## src/rtl/alle_pkg.sv

```systemverilog
// Shared types and constants for the array linked list engine.
// No dependencies; alle_ctrl, alle_dp and the top file refer to this package by scoped names.
`default_nettype none
package alle_pkg;

    localparam int SLOT_COUNT_DEF = 256;

    localparam logic [2:0] CMD_APPEND    = 3'd0;
    localparam logic [2:0] CMD_INSERT    = 3'd1;
    localparam logic [2:0] CMD_REMOVE_AT = 3'd2;
    localparam logic [2:0] CMD_REMOVE_VAL = 3'd3;
    localparam logic [2:0] CMD_FIND      = 3'd4;
    localparam logic [2:0] CMD_READ      = 3'd5;
    localparam logic [2:0] CMD_CLEAR     = 3'd6;
    localparam logic [2:0] CMD_UNUSED    = 3'd7;

    localparam logic [2:0] ST_OK        = 3'd0;
    localparam logic [2:0] ST_NOT_FOUND = 3'd1;
    localparam logic [2:0] ST_RANGE     = 3'd2;
    localparam logic [2:0] ST_FULL      = 3'd3;
    localparam logic [2:0] ST_EMPTY     = 3'd4;

    typedef struct packed {
        logic [2:0]         command;
        logic [8:0]         position;
        logic signed [31:0] value;
    } t_cmd_in;

    typedef struct packed {
        logic [2:0]         status;
        logic [7:0]         found_position;
        logic signed [31:0] read_value;
        logic [8:0]         list_size;
    } t_result;

    typedef enum logic [3:0] {
        S_CLEAR, S_IDLE, S_DECIDE, S_SCAN0, S_SCAN, S_WALK0, S_WALK,
        S_UNLINK, S_INS_B, S_INS_A, S_DONE
    } t_state;

    typedef enum logic [3:0] {
        OP_HOLD, OP_LOAD, OP_CLR, OP_SCAN0, OP_SCAN, OP_WALK0, OP_STEP,
        OP_UNLINK, OP_INS_B, OP_INS_A, OP_DONE
    } t_op;

    typedef struct packed {
        t_op        op;
        logic [2:0] status;
    } t_dp_ctl;

    typedef struct packed {
        logic [2:0] cmd;
        logic       count_zero;
        logic       count_full;
        logic       pos_gt;
        logic       pos_ge;
        logic       used_rd;
        logic       walk_stop;
        logic       walk_end;
        logic       clr_last;
    } t_dp_stat;

endpackage
`default_nettype wire

```

## src/rtl/alle_ctrl.sv

```systemverilog
// Command sequencer for the linked list engine: decides the micro-step order per command.
// Depends on alle_pkg; drives alle_dp through t_dp_ctl and reads t_dp_stat.
`default_nettype none
module alle_ctrl (
    input  wire logic                i_clk,
    input  wire logic                i_rst_n,
    input  wire logic                start,
    input  wire alle_pkg::t_dp_stat  i_stat,
    output logic                     busy,
    output alle_pkg::t_dp_ctl        o_ctl
);
    alle_pkg::t_state r_state, n_state;
    logic [2:0]       r_status, n_status;
    logic             r_reply, n_reply;

    always_ff @(posedge i_clk) begin
        if (!i_rst_n) begin
            r_state  <= alle_pkg::S_CLEAR;
            r_status <= alle_pkg::ST_OK;
            r_reply  <= 1'b0;
        end else begin
            r_state  <= n_state;
            r_status <= n_status;
            r_reply  <= n_reply;
        end
    end

    always_comb begin
        n_state      = r_state;
        n_status     = r_status;
        n_reply      = r_reply;
        o_ctl.op     = alle_pkg::OP_HOLD;
        o_ctl.status = r_status;
        busy         = (r_state != alle_pkg::S_IDLE);
        unique case (r_state)
            alle_pkg::S_CLEAR: begin
                o_ctl.op = alle_pkg::OP_CLR;
                if (i_stat.clr_last) begin
                    n_status = alle_pkg::ST_OK;
                    n_state  = r_reply ? alle_pkg::S_DONE : alle_pkg::S_IDLE;
                end
            end
            alle_pkg::S_IDLE: begin
                if (start) begin
                    o_ctl.op = alle_pkg::OP_LOAD;
                    n_state  = alle_pkg::S_DECIDE;
                end
            end
            alle_pkg::S_DECIDE: begin
                n_status = alle_pkg::ST_OK;
                n_state  = alle_pkg::S_DONE;
                unique case (i_stat.cmd) inside
                    alle_pkg::CMD_APPEND, alle_pkg::CMD_INSERT: begin
                        if (i_stat.pos_gt) begin
                            n_status = alle_pkg::ST_RANGE;
                        end else if (i_stat.count_full) begin
                            n_status = alle_pkg::ST_FULL;
                        end else begin
                            n_state = alle_pkg::S_SCAN0;
                        end
                    end
                    alle_pkg::CMD_REMOVE_AT, alle_pkg::CMD_READ: begin
                        if (i_stat.count_zero) begin
                            n_status = alle_pkg::ST_EMPTY;
                        end else if (i_stat.pos_ge) begin
                            n_status = alle_pkg::ST_RANGE;
                        end else begin
                            n_state = alle_pkg::S_WALK0;
                        end
                    end
                    alle_pkg::CMD_REMOVE_VAL, alle_pkg::CMD_FIND: begin
                        if (i_stat.count_zero) begin
                            n_status = alle_pkg::ST_EMPTY;
                        end else begin
                            n_state = alle_pkg::S_WALK0;
                        end
                    end
                    alle_pkg::CMD_CLEAR: begin
                        n_reply = 1'b1;
                        n_state = alle_pkg::S_CLEAR;
                    end
                    default: ;
                endcase
            end
            alle_pkg::S_SCAN0: begin
                o_ctl.op = alle_pkg::OP_SCAN0;
                n_state  = alle_pkg::S_SCAN;
            end
            alle_pkg::S_SCAN: begin
                o_ctl.op = alle_pkg::OP_SCAN;
                if (!i_stat.used_rd) begin
                    // middle insert needs the predecessor found by a walk
                    if (!i_stat.count_zero && !i_stat.pos_ge
                            && i_stat.cmd == alle_pkg::CMD_INSERT) begin
                        n_state = alle_pkg::S_WALK0;
                    end else begin
                        n_state = alle_pkg::S_INS_B;
                    end
                end
            end
            alle_pkg::S_WALK0: begin
                o_ctl.op = alle_pkg::OP_WALK0;
                n_state  = alle_pkg::S_WALK;
            end
            alle_pkg::S_WALK: begin
                if (!i_stat.walk_stop) begin
                    o_ctl.op = alle_pkg::OP_STEP;
                end else begin
                    n_status = alle_pkg::ST_OK;
                    n_state  = alle_pkg::S_DONE;
                    unique case (i_stat.cmd) inside
                        alle_pkg::CMD_INSERT:    n_state = alle_pkg::S_INS_B;
                        alle_pkg::CMD_REMOVE_AT: n_state = alle_pkg::S_UNLINK;
                        alle_pkg::CMD_REMOVE_VAL: begin
                            if (i_stat.walk_end) begin
                                n_status = alle_pkg::ST_NOT_FOUND;
                            end else begin
                                n_state = alle_pkg::S_UNLINK;
                            end
                        end
                        alle_pkg::CMD_FIND: begin
                            if (i_stat.walk_end) begin
                                n_status = alle_pkg::ST_NOT_FOUND;
                            end
                        end
                        default: ;
                    endcase
                end
            end
            alle_pkg::S_UNLINK: begin
                o_ctl.op = alle_pkg::OP_UNLINK;
                n_state  = alle_pkg::S_DONE;
            end
            alle_pkg::S_INS_B: begin
                o_ctl.op = alle_pkg::OP_INS_B;
                n_state  = alle_pkg::S_INS_A;
            end
            alle_pkg::S_INS_A: begin
                o_ctl.op = alle_pkg::OP_INS_A;
                n_status = alle_pkg::ST_OK;
                n_state  = alle_pkg::S_DONE;
            end
            alle_pkg::S_DONE: begin
                o_ctl.op = alle_pkg::OP_DONE;
                n_reply  = 1'b0;
                n_state  = alle_pkg::S_IDLE;
            end
            default: n_state = alle_pkg::S_IDLE;
        endcase
    end

    a_done_to_idle: assert property (@(posedge i_clk) disable iff (!i_rst_n)
        (r_state == alle_pkg::S_DONE) |=> (r_state == alle_pkg::S_IDLE))
        else $error("done state not followed by idle");
    a_accept_busy: assert property (@(posedge i_clk) disable iff (!i_rst_n)
        (start && !busy) |=> (r_state == alle_pkg::S_DECIDE))
        else $error("accepted beat not decoded");
endmodule
`default_nettype wire

```

## config.mk

```make
export PLATFORM = sky130hd
export DESIGN_NAME = alle_ctrl
export DESIGN_NICKNAME = d
export VERILOG_FILES = /design/src/rtl/alle_pkg.sv /design/src/rtl/alle_ctrl.sv
export SDC_FILE = /design/constraint.sdc
export NUM_CORES = 1
export LEC_CHECK = 0
export BUFFER_PORTS_ARGS = -buffer_cell sky130_fd_sc_hd__buf_2
export CORE_MARGIN = 1.5
export CORE_UTILIZATION = 40
export CTS_BUF_LIST = sky130_fd_sc_hd__clkbuf_16
export CTS_CLUSTER_DIAMETER = 30
export DETAILED_ROUTE_END_ITERATION = 8
export MAX_ROUTING_LAYER = met4
export PLACE_DENSITY = 0.61
export RECOVER_POWER = 25
export SYNTH_ARGS = -nofsm -noshare
export SYNTH_HDL_FRONTEND = slang
export SYNTH_SLANG_ARGS = --single-unit
```

## constraint.sdc

```tcl
create_clock -name i_clk -period 2.1 [get_ports i_clk]
set_input_delay 0.105 -clock i_clk [delete_from_list [all_inputs] [get_ports i_clk]]
set_output_delay 0.105 -clock i_clk [all_outputs]
set_load 0.005 [all_outputs]
```

Yosys cells after proc, flatten, opt, wreduce, memory -nomap -nowiden
Index checks and enable logic that the tools add are counted.
W data, S select, Z words.
{ "word_totals": {"input_bits": 14, "ff_bits": 8, "output_inout_bits": 8, "elab_cells": 71} }
{ "classes": {"reduce_logical": 15, "mux": 31, "n_eq_ne": 22} }
{ "ops": {"columns": ["cell", "count"], "rows": [
  ["$mux W4", 12],
  ["$pmux W4 S10", 1],
  ["$pmux W4 S9", 1],
  ["$eq A4 B3 Y1 const B", 4],
  ["$pmux W4 S4", 1],
  ["$mux W3", 5],
  ["$eq A4 B4 Y1 const B", 3],
  ["$pmux W3 S4", 1],
  ["$pmux W4 S3", 1],
  ["$ne A2 B2 Y1 const B", 5],
  ["$eq A3 B3 Y1 const B", 3],
  ["$pmux W3 S3", 1],
  ["$eq A4 B2 Y1 const B", 2],
  ["$reduce_or A2 Y1", 4],
  ["$eq A3 B2 Y1 const B", 2],
  ["$mux W2", 3],
  ["$eq A4 B1 Y1 const B", 1],
  ["$logic_not A4 Y1", 1],
  ["$mux W1", 4],
  ["$ne A4 B1 Y1 const B", 1],
  ["$reduce_and A4 Y1", 1],
  ["$reduce_bool A4 Y1", 1],
  ["$eq A3 B1 Y1 const B", 1],
  ["$logic_not A3 Y1", 1],
  ["6 further kinds", 8]
]} }

Depth between registers and ports, before layout
Gate-level depths: netlist of the first run.
{ "logic_depth": {"depth_word": 6, "depth_mapped": 6, "ltp_nobuf": 5} }

Least setup slack after synthesis of the first run
No wires, ideal clock.
{ "synth_path": {"kind": "reg2reg", "from": "register r_state[1]", "to": "register r_state[1]", "arrival_time_ps": 1189, "path_slack_ps": 784, "period_less_slack_ps": 1316, "n_path_buf": 1, "stages_incl_launch_ff": 6, "t_required_ps": 1973, "setup_ps": 127, "cell_sequence": "dfxtp_1 -> buf_6 -> nor2_1 -> a221o_1 -> a31oi_1 -> a211oi_2"} }
{ "synth_between": {"elab_chain_cells": 3, "elab_cells_between_ends": 17, "cone_classes": "eq/ne (13); mux (1); reduce/logical (3)"} }
{ "synth_lines": {"columns": ["element", "line_no", "rtl"], "rows": [
  ["start, declared", "alle_ctrl.sv:12", "alle_pkg::t_state r_state, n_state;"],
  ["start signal, assigned", "alle_ctrl.sv:18", "r_state <= alle_pkg::S_CLEAR;"],
  ["start signal, assigned", "alle_ctrl.sv:22", "r_state <= n_state;"],
  ["$eq A4 B4 Y1, or another cell as far along", "alle_ctrl.sv:35", "unique case (r_state)"],
  ["$reduce_or A2 Y1 (no line) / $ne A2 B2 Y1 (equally long branches)", null, null],
  ["$pmux W4 S9 / $reduce_and A4 Y1 (equally long branches)", null, null]
]} }
Parallel ways exist; a longest one is shown, timed or not.
A chain may end at the register's enable or synchronous reset.

Worst setup path after layout of the first run
{ "layout_path": {"from": "register r_state[1]", "to": "register r_status[0]"} }
{ "layout_between": {"elab_chain_cells": 3, "elab_cells_between_ends": 9, "cone_classes": "eq/ne (5); mux (1); reduce/logical (3)"} }
{ "layout_lines": {"columns": ["element", "line_no", "rtl"], "rows": [
  ["$eq A4 B3 Y1, or another cell as far along", "alle_ctrl.sv:35", null],
  ["$reduce_bool A4 Y1 (no line) / $ne A2 B2 Y1 (equally long branches)", null, null],
  ["$reduce_and A3 Y1 (no line)", null, null],
  ["end signal, assigned", "alle_ctrl.sv:19", "r_status <= alle_pkg::ST_OK;"],
  ["end signal, assigned", "alle_ctrl.sv:23", "r_status <= n_status;"],
  ["end, declared", "alle_ctrl.sv:13", "logic [2:0] r_status, n_status;"]
]} }
Parallel ways exist; a longest one is shown, timed or not.

==> results of run 1 <==
[worst register-to-register path, cell delays in order (launching register included)]
cell	delay, ns
dfxtp_1	0.70
nor4b_4	0.40
nand2_1	0.12
o32ai_1	0.30
mux2i_1	0.12
nor2b_1	0.10
[layer usage]
layer  GRT usage (%)  wire length, microns
met1           27.04                  1079
met2           30.44                  1063
met3           5.152                   120
met4           6.944                    25
met5               -                     0
[logic make-up (layout without fill, tap and decap cells)]
kind of cell    count (synthesis)  in the layout
simple gates                   50             50
compound gates                 41             41
buf+inv                        14             31
flops                           8              8
mux                             2              2
xor+xnor                        1              1
[stage by stage]
stage                     utilization [%]  power [mW]  setup WS, ns  instance area [sq um]
after floorplan                         -      0.6085        0.7843                  869.6
after global placement              47.88      0.7046        0.3852                  958.4
after detailed placement            47.88      0.7082        0.3510                  958.4
after CTS                           51.63       1.028        0.3292                   1033
after global routing                51.56       1.100        0.1288                   1032
final                               51.56       1.031        0.3004                   1032
[cell type report]
cell class / count / area (sq um)
fillers: 201 / 969.7
multi-input cells: 94 / 629.4
flip-flops and latches: 8 / 160.2
repair buffers: 22 / 111.4
clock buffers: 3 / 75.07
well taps: 27 / 33.78
inverters: 6 / 22.52
[cells in the mapped netlist (4+ instances only)]
| master | n |
|---|---|
| nor2_1 | 4 |
| a31oi_1 | 4 |
| a21oi_1 | 4 |
| o21ai_0 | 4 |
| nand2_1 | 16 |
| buf_2 | 4 |
| nor3_1 | 5 |
| inv_1 | 5 |
| dfxtp_1 | 8 |
| nor2b_1 | 7 |
[sequential cells by signal, indices dropped and copies added, names as in the netlist]
| signal | cells |
|---|---|
| r_status | 3 |
| r_reply | 1 |
| r_state | 4 |
[cells in the final DEF (no fill, tap or decap), types with 2 or more instances in the layout]
master / instances
a21oi_1: 4
o21ai_0: 4
dfxtp_1: 8
o21bai_1: 2
mux2i_1: 2
nand4_1: 2
inv_1: 5
nand2_1: 16
o32ai_1: 3
o21a_1: 3
a22oi_1: 2
a21boi_0: 2
nor2_1: 4
nand3_1: 3
nor2b_1: 7
a31oi_1: 4
a211oi_1: 2
nand2b_1: 3
o22ai_1: 3
clkbuf_16: 3
buf_2: 20
nor3_1: 5
[report_power, final]
group	leakage, nW	internal [mW]	switching [mW]	total [mW]
combinational	0.311	0.210	0.244	0.454
sequential	0.0649	0.176	0.0856	0.261
clock	0.0370	0.245	0.0707	0.316
total	0.413	0.630	0.400	1.03
[worst paths after layout]
check	from	endpoint	slack, ns	cells past startpoint
max reg2reg	r_state[1]	r_status[0]	0.30	5
max	r_state[1]	r_status[0]	0.30	5
min	i_rst_n	r_reply	0.17	3
min reg2reg	r_status[1]	r_status[1]	0.45	2
==> out/metrics.csv, run 1 <==
stage;metric;value;unit
layout;Layout Nets;149;
placed_design;DP Cell Count;157;
sta;Final Max Slew Viols;0;
yosys;Netlist Area Pre-Place;869.6;sq um
global_routing;largest net degree at the start of global routing;18;
yosys;mux share of post-synthesis cell area;2.302;%
placed_design;Post-DP HPWL;1.754;mm
floorplan;core area;2002;sq um
global_routing;GRT Residual Overflow;0;
clocking;CTS Hold Bufs;0;
critical_path;Buf/Inv on CP;0;
layout;fin cells;160;
sta;Final setup viols;0;
critical_path;Critical Path AT;1.97;ns
drt;Post-Route WL;2.288;mm
sta;clk_skew;0.001626;ns
floorplan;# IOs;22;
floorplan;Cell Rows;16;
placed_design;gp weighted congestion;0.8842;
sta;hold_ws;0.1738;ns
sta;Worst-Margin Slew;0.6144;ns
yosys;Unique masters post-synth;47;
run_status;outcome;complete, no violations;
yosys;main combinational cell family by area after synthesis;compound AO/OA/AOI/OAI gates;
yosys;adder-cell share of the synthesized area;0;%
critical_path;type of origin of the critical path;flop;
floorplan;die area;2463;sq um
sta;Slew HR;58.99;%
critical_path;Crit. End Element;flop;
clocking;post-CTS setup repair buffer count;0;
drt;routed vias;917;
layout;P&R area growth vs syn;18.71;%
critical_path;crit-path cells;nor4b_4, nand2_1, o32ai_1, mux2i_1, nor2b_1;
yosys;Synth Instances;116;
yosys;Compound-Gate Fraction of Synth Area;36.40;%
clocking;CTS buffer count;3;
yosys;Post-synth top flop;dfxtp_1;
critical_path;Worst EP required;2.27;ns
power_and_ir_drop;maximum VDD drop;0.5638;mV
sta;Fmax;0.5557;GHz
flow_run;max cap viols;0;
global_routing;GRT Util Overall;20.51;%
yosys;post-synthesis xor/xnor area fraction;1.007;%
layout;layout cells sized above 1;24.06;%
global_routing;first-pass GRT wire length;3.719;mm
drt;Initial DRC Count;15;
global_routing;initial antenna violation count;0;
floorplan;die height;49.63;microns
clocking;CTS H-tree lvls;1;
yosys;Synth area leader;dfxtp_1;
critical_path;CP Class;flop to flop;
clocking;clk buf depth;2;
drt;Vias/cell;5.731;
yosys;Synth Area in Simple Gates;32.66;%
clocking;CTS tree;yes;
power_and_ir_drop;Power Density;998.7;nW/um^2
clocking;post-CTS sizing;0;
critical_path;crit-path max cell delay;0.70;ns
clocking;Clock Latency Late Sink;0.23;ns
critical_path;CP max FO;17;
yosys;asr flop ratio synth;0;%
yosys;Yosys Warn Count;0;
yosys;Area contributors post-synth;dfxtp_1 (18%), nand2_1 (6.9%), nor2b_1 (5.0%);
drt;Post-route DRC;0;
clocking;clock-pin transition on the worst setup and hold timing paths;0.04;ns
yosys;top-area cell type share of the netlist area;18.42;%
clocking;clk sink count;8;
sta;RSZ-0062 raised after global routing;no;
placed_design;I/O Buffers;21;
sta;minimum clock period;1.800;ns
floorplan;DIE WIDTH;49.63;microns
critical_path;Slowest cell on crit path;dfxtp_1;
hold_path;Hold Path Class;primary input to flop;
sta;setup tns final;0;ns
global_routing;vias in the first global route;803;
drt;WL/cell;14.30;microns
drt;Final ANT Viol Nets;0;
clocking;clk root buf;clkbuf_16;
yosys;Syn Nets;130;
layout;antenna cells;0;
power_and_ir_drop;LEAKAGE;0.4130;nW
yosys;syn_area_per_cell;7.496;sq um
floorplan;Starting Density;43.44;%
sta;Hold Violations, Final;0;
yosys;Yosys reg bits;8;
critical_path;CP delay by family, top;flip-flops;
sta;final period utilization;85.70;%
yosys;sequential cell area fraction in the yosys report;18.42;%
drt;1st-pass router iterations;6;
yosys;EDFF count, synth;0;
Power figures use the tool's default switching activity.
==> run 2: changes to the inputs <==
--- a/config.mk
+++ b/config.mk
@@ -12,7 +12,7 @@
 export CTS_CLUSTER_DIAMETER = 30
 export DETAILED_ROUTE_END_ITERATION = 8
 export MAX_ROUTING_LAYER = met4
-export PLACE_DENSITY = 0.61
+export PLACE_DENSITY_LB_ADDON = 0.08
 export RECOVER_POWER = 25
 export SYNTH_ARGS = -nofsm -noshare
 export SYNTH_HDL_FRONTEND = slang
==> out/metrics.csv, run 2 (synthesized netlist as in run 1, its figures left out) <==
stage;metric;value;unit;change
run_status;outcome;complete, no violations;;
clocking;clk root buf;clkbuf_16;;
clocking;post-CTS setup repair buffer count;0;;unchanged
power_and_ir_drop;total power;1.073;mW;+4.1%
critical_path;type of origin of the critical path;flop;;
drt;Post-Route WL;2.329;mm;+1.8%
clocking;Clock Latency Late Sink;0.23;ns;about the same
placed_design;I/O Buffers;21;;unchanged
clocking;clock-pin transition on the worst setup and hold timing paths;0.04;ns;about the same
global_routing;GRT Util Overall;20.21;%;-0.30 points
layout;most flop-heavy register;r_state;;
critical_path;Critical Path AT;1.84;ns;-0.13 ns
sta;Hold Violations, Final;0;;unchanged
drt;Post-route DRC;0;;unchanged
global_routing;vias in the first global route;803;;unchanged
sta;RSZ-0062 raised after global routing;no;;
sta;minimum clock period;1.697;ns;-0.1029 ns
critical_path;R2R cell count;5;;unchanged
floorplan;die area;2463;sq um;unchanged
clocking;CTS H-tree lvls;1;;unchanged
floorplan;# IOs;22;;unchanged
critical_path;Worst EP required;2.24;ns;-0.03 ns
drt;Initial DRC Count;59;;+44
power_and_ir_drop;Power Density;1009;nW/um^2;+1.1%
layout;Regs by FF count;r_state: 4 flops, r_status: 3 flops, r_reply: 1 flops;;
sta;Final setup viols;0;;unchanged
drt;Final ANT Viol Nets;0;;unchanged
sta;Final Max Slew Viols;0;;unchanged
drt;1st-pass router iterations;4;;-2
layout;Layout Nets;153;;+2.7%
flow_run;max cap viols;0;;unchanged
critical_path;CP max FO;16;;-1
sta;clk_skew;0.004930;ns;+0.003304 ns
placed_design;gp weighted congestion;0.9159;;+3.6%
global_routing;first-pass GRT wire length;3.822;mm;+2.8%
drt;routed vias;966;;+5.3%
critical_path;CP Class;flop to flop;;
layout;commonest non-fill, non-tap cell in the layout;buf_2;;
power_and_ir_drop;maximum VDD drop;0.6415;mV;+14%
layout;layout cells sized above 1;26.28;%;+2.2 points
clocking;clk sink count;8;;unchanged
layout;antenna cells;0;;unchanged
global_routing;GRT Residual Overflow;0;;unchanged
layout;most frequent cells in the layout;buf_2 (21), nand2_1 (16), dfxtp_1 (8);;
sta;Slew HR;61.04;%;+2.1 points
clocking;CTS buffer count;3;;unchanged
placed_design;DP Cell Count;161;;+2.5%
placed_design;Post-DP HPWL;1.826;mm;+4.1%
drt;WL/cell;14.20;microns;-0.69%
layout;area of the multi-input gates;629.4;sq um;unchanged
layout;Register Area;160.2;sq um;unchanged
floorplan;DIE WIDTH;49.63;microns;unchanged
sta;Worst-Margin Slew;0.5835;ns;-0.03081 ns
clocking;CTS tree;yes;;
sta;Fmax;0.5894;GHz;+6.1%
layout;fin cells;164;;+2.5%
global_routing;largest net degree at the start of global routing;17;;-1
hold_path;Hold Path Class;primary input to flop;;
layout;Filler cells;204;;+1.5%
layout;max reg flops;4;;unchanged
critical_path;Crit. End Element;flop;;
floorplan;die height;49.63;microns;unchanged
critical_path;R2R setup slack;0.40;ns;+0.10 ns
sta;setup tns final;0;ns;unchanged
layout;P&R area growth vs syn;22.30;%;
floorplan;Starting Density;43.44;%;unchanged
clocking;CTS Hold Bufs;0;;unchanged
power_and_ir_drop;LEAKAGE;0.4349;nW;+5.3%
clocking;post-CTS sizing;0;;unchanged
floorplan;core area;2002;sq um;unchanged
hold_path;hold path depth;3;;unchanged
drt;Vias/cell;5.890;;+2.8%
sta;final period utilization;80.80;%;-4.9 points
clocking;clk buf depth;2;;unchanged
floorplan;Cell Rows;16;;unchanged
global_routing;initial antenna violation count;0;;unchanged
-- run 2: worst paths after layout --
kind	startpoint	to
worst max-delay path	r_state[2]	r_state[3]
worst min-delay path	i_rst_n	r_reply
worst max register to register	r_state[2]	r_state[3]
worst min register to register	r_status[2]	r_status[2]
-- run 2: metal layers --
metal	global-route usage, %	vias to the layer above	share of wire [%]
met3	3.333	4	5.8
li1	-	473	-
met1	29.55	454	48
met2	27.33	35	44
met4	7.870	0	1.5
met5	-	-	0
-- run 2: layout make-up --
cell class                 count  share of cell area, %
inverter                       6                  2.118
sequential                     8                  15.06
multi-input combinational     94                  59.18
tap                           27                  3.176
clock buffer                   3                  7.059
timing repair buffer          26                  13.41
-- run 2: worst max-delay path, stage by stage, from the launching register on --
cell      delay (ns)
dfxtp_1         0.68
nor3_1          0.13
o21a_1          0.23
a31oi_4         0.19
o211ai_2        0.16
a41oi_1         0.21
-- run 2: metrics by stage --
step	worst slack [ns]	hold slack [ns]	instance area [sq um]	util (%)
6_report	0.4033	0.1740	1064	53.13
5_1_grt	0.3158	0.1797	1064	53.13
4_1_cts	0.4468	0.1712	1064	53.13
3_5_place_dp	0.4664	0.4128	988.4	49.38
3_3_place_gp	0.4629	0.4039	988.4	49.38
2_1_floorplan	0.7843	0.2242	869.6	-
-- run 2: power by group --
| group | leakage, nW | internal (mW) | total [mW] | switching [mW] |
|---|---|---|---|---|
| registers | 0.0649 | 0.175 | 0.241 | 0.0659 |
| clock network | 0.0370 | 0.246 | 0.322 | 0.0764 |
| logic | 0.333 | 0.240 | 0.510 | 0.270 |
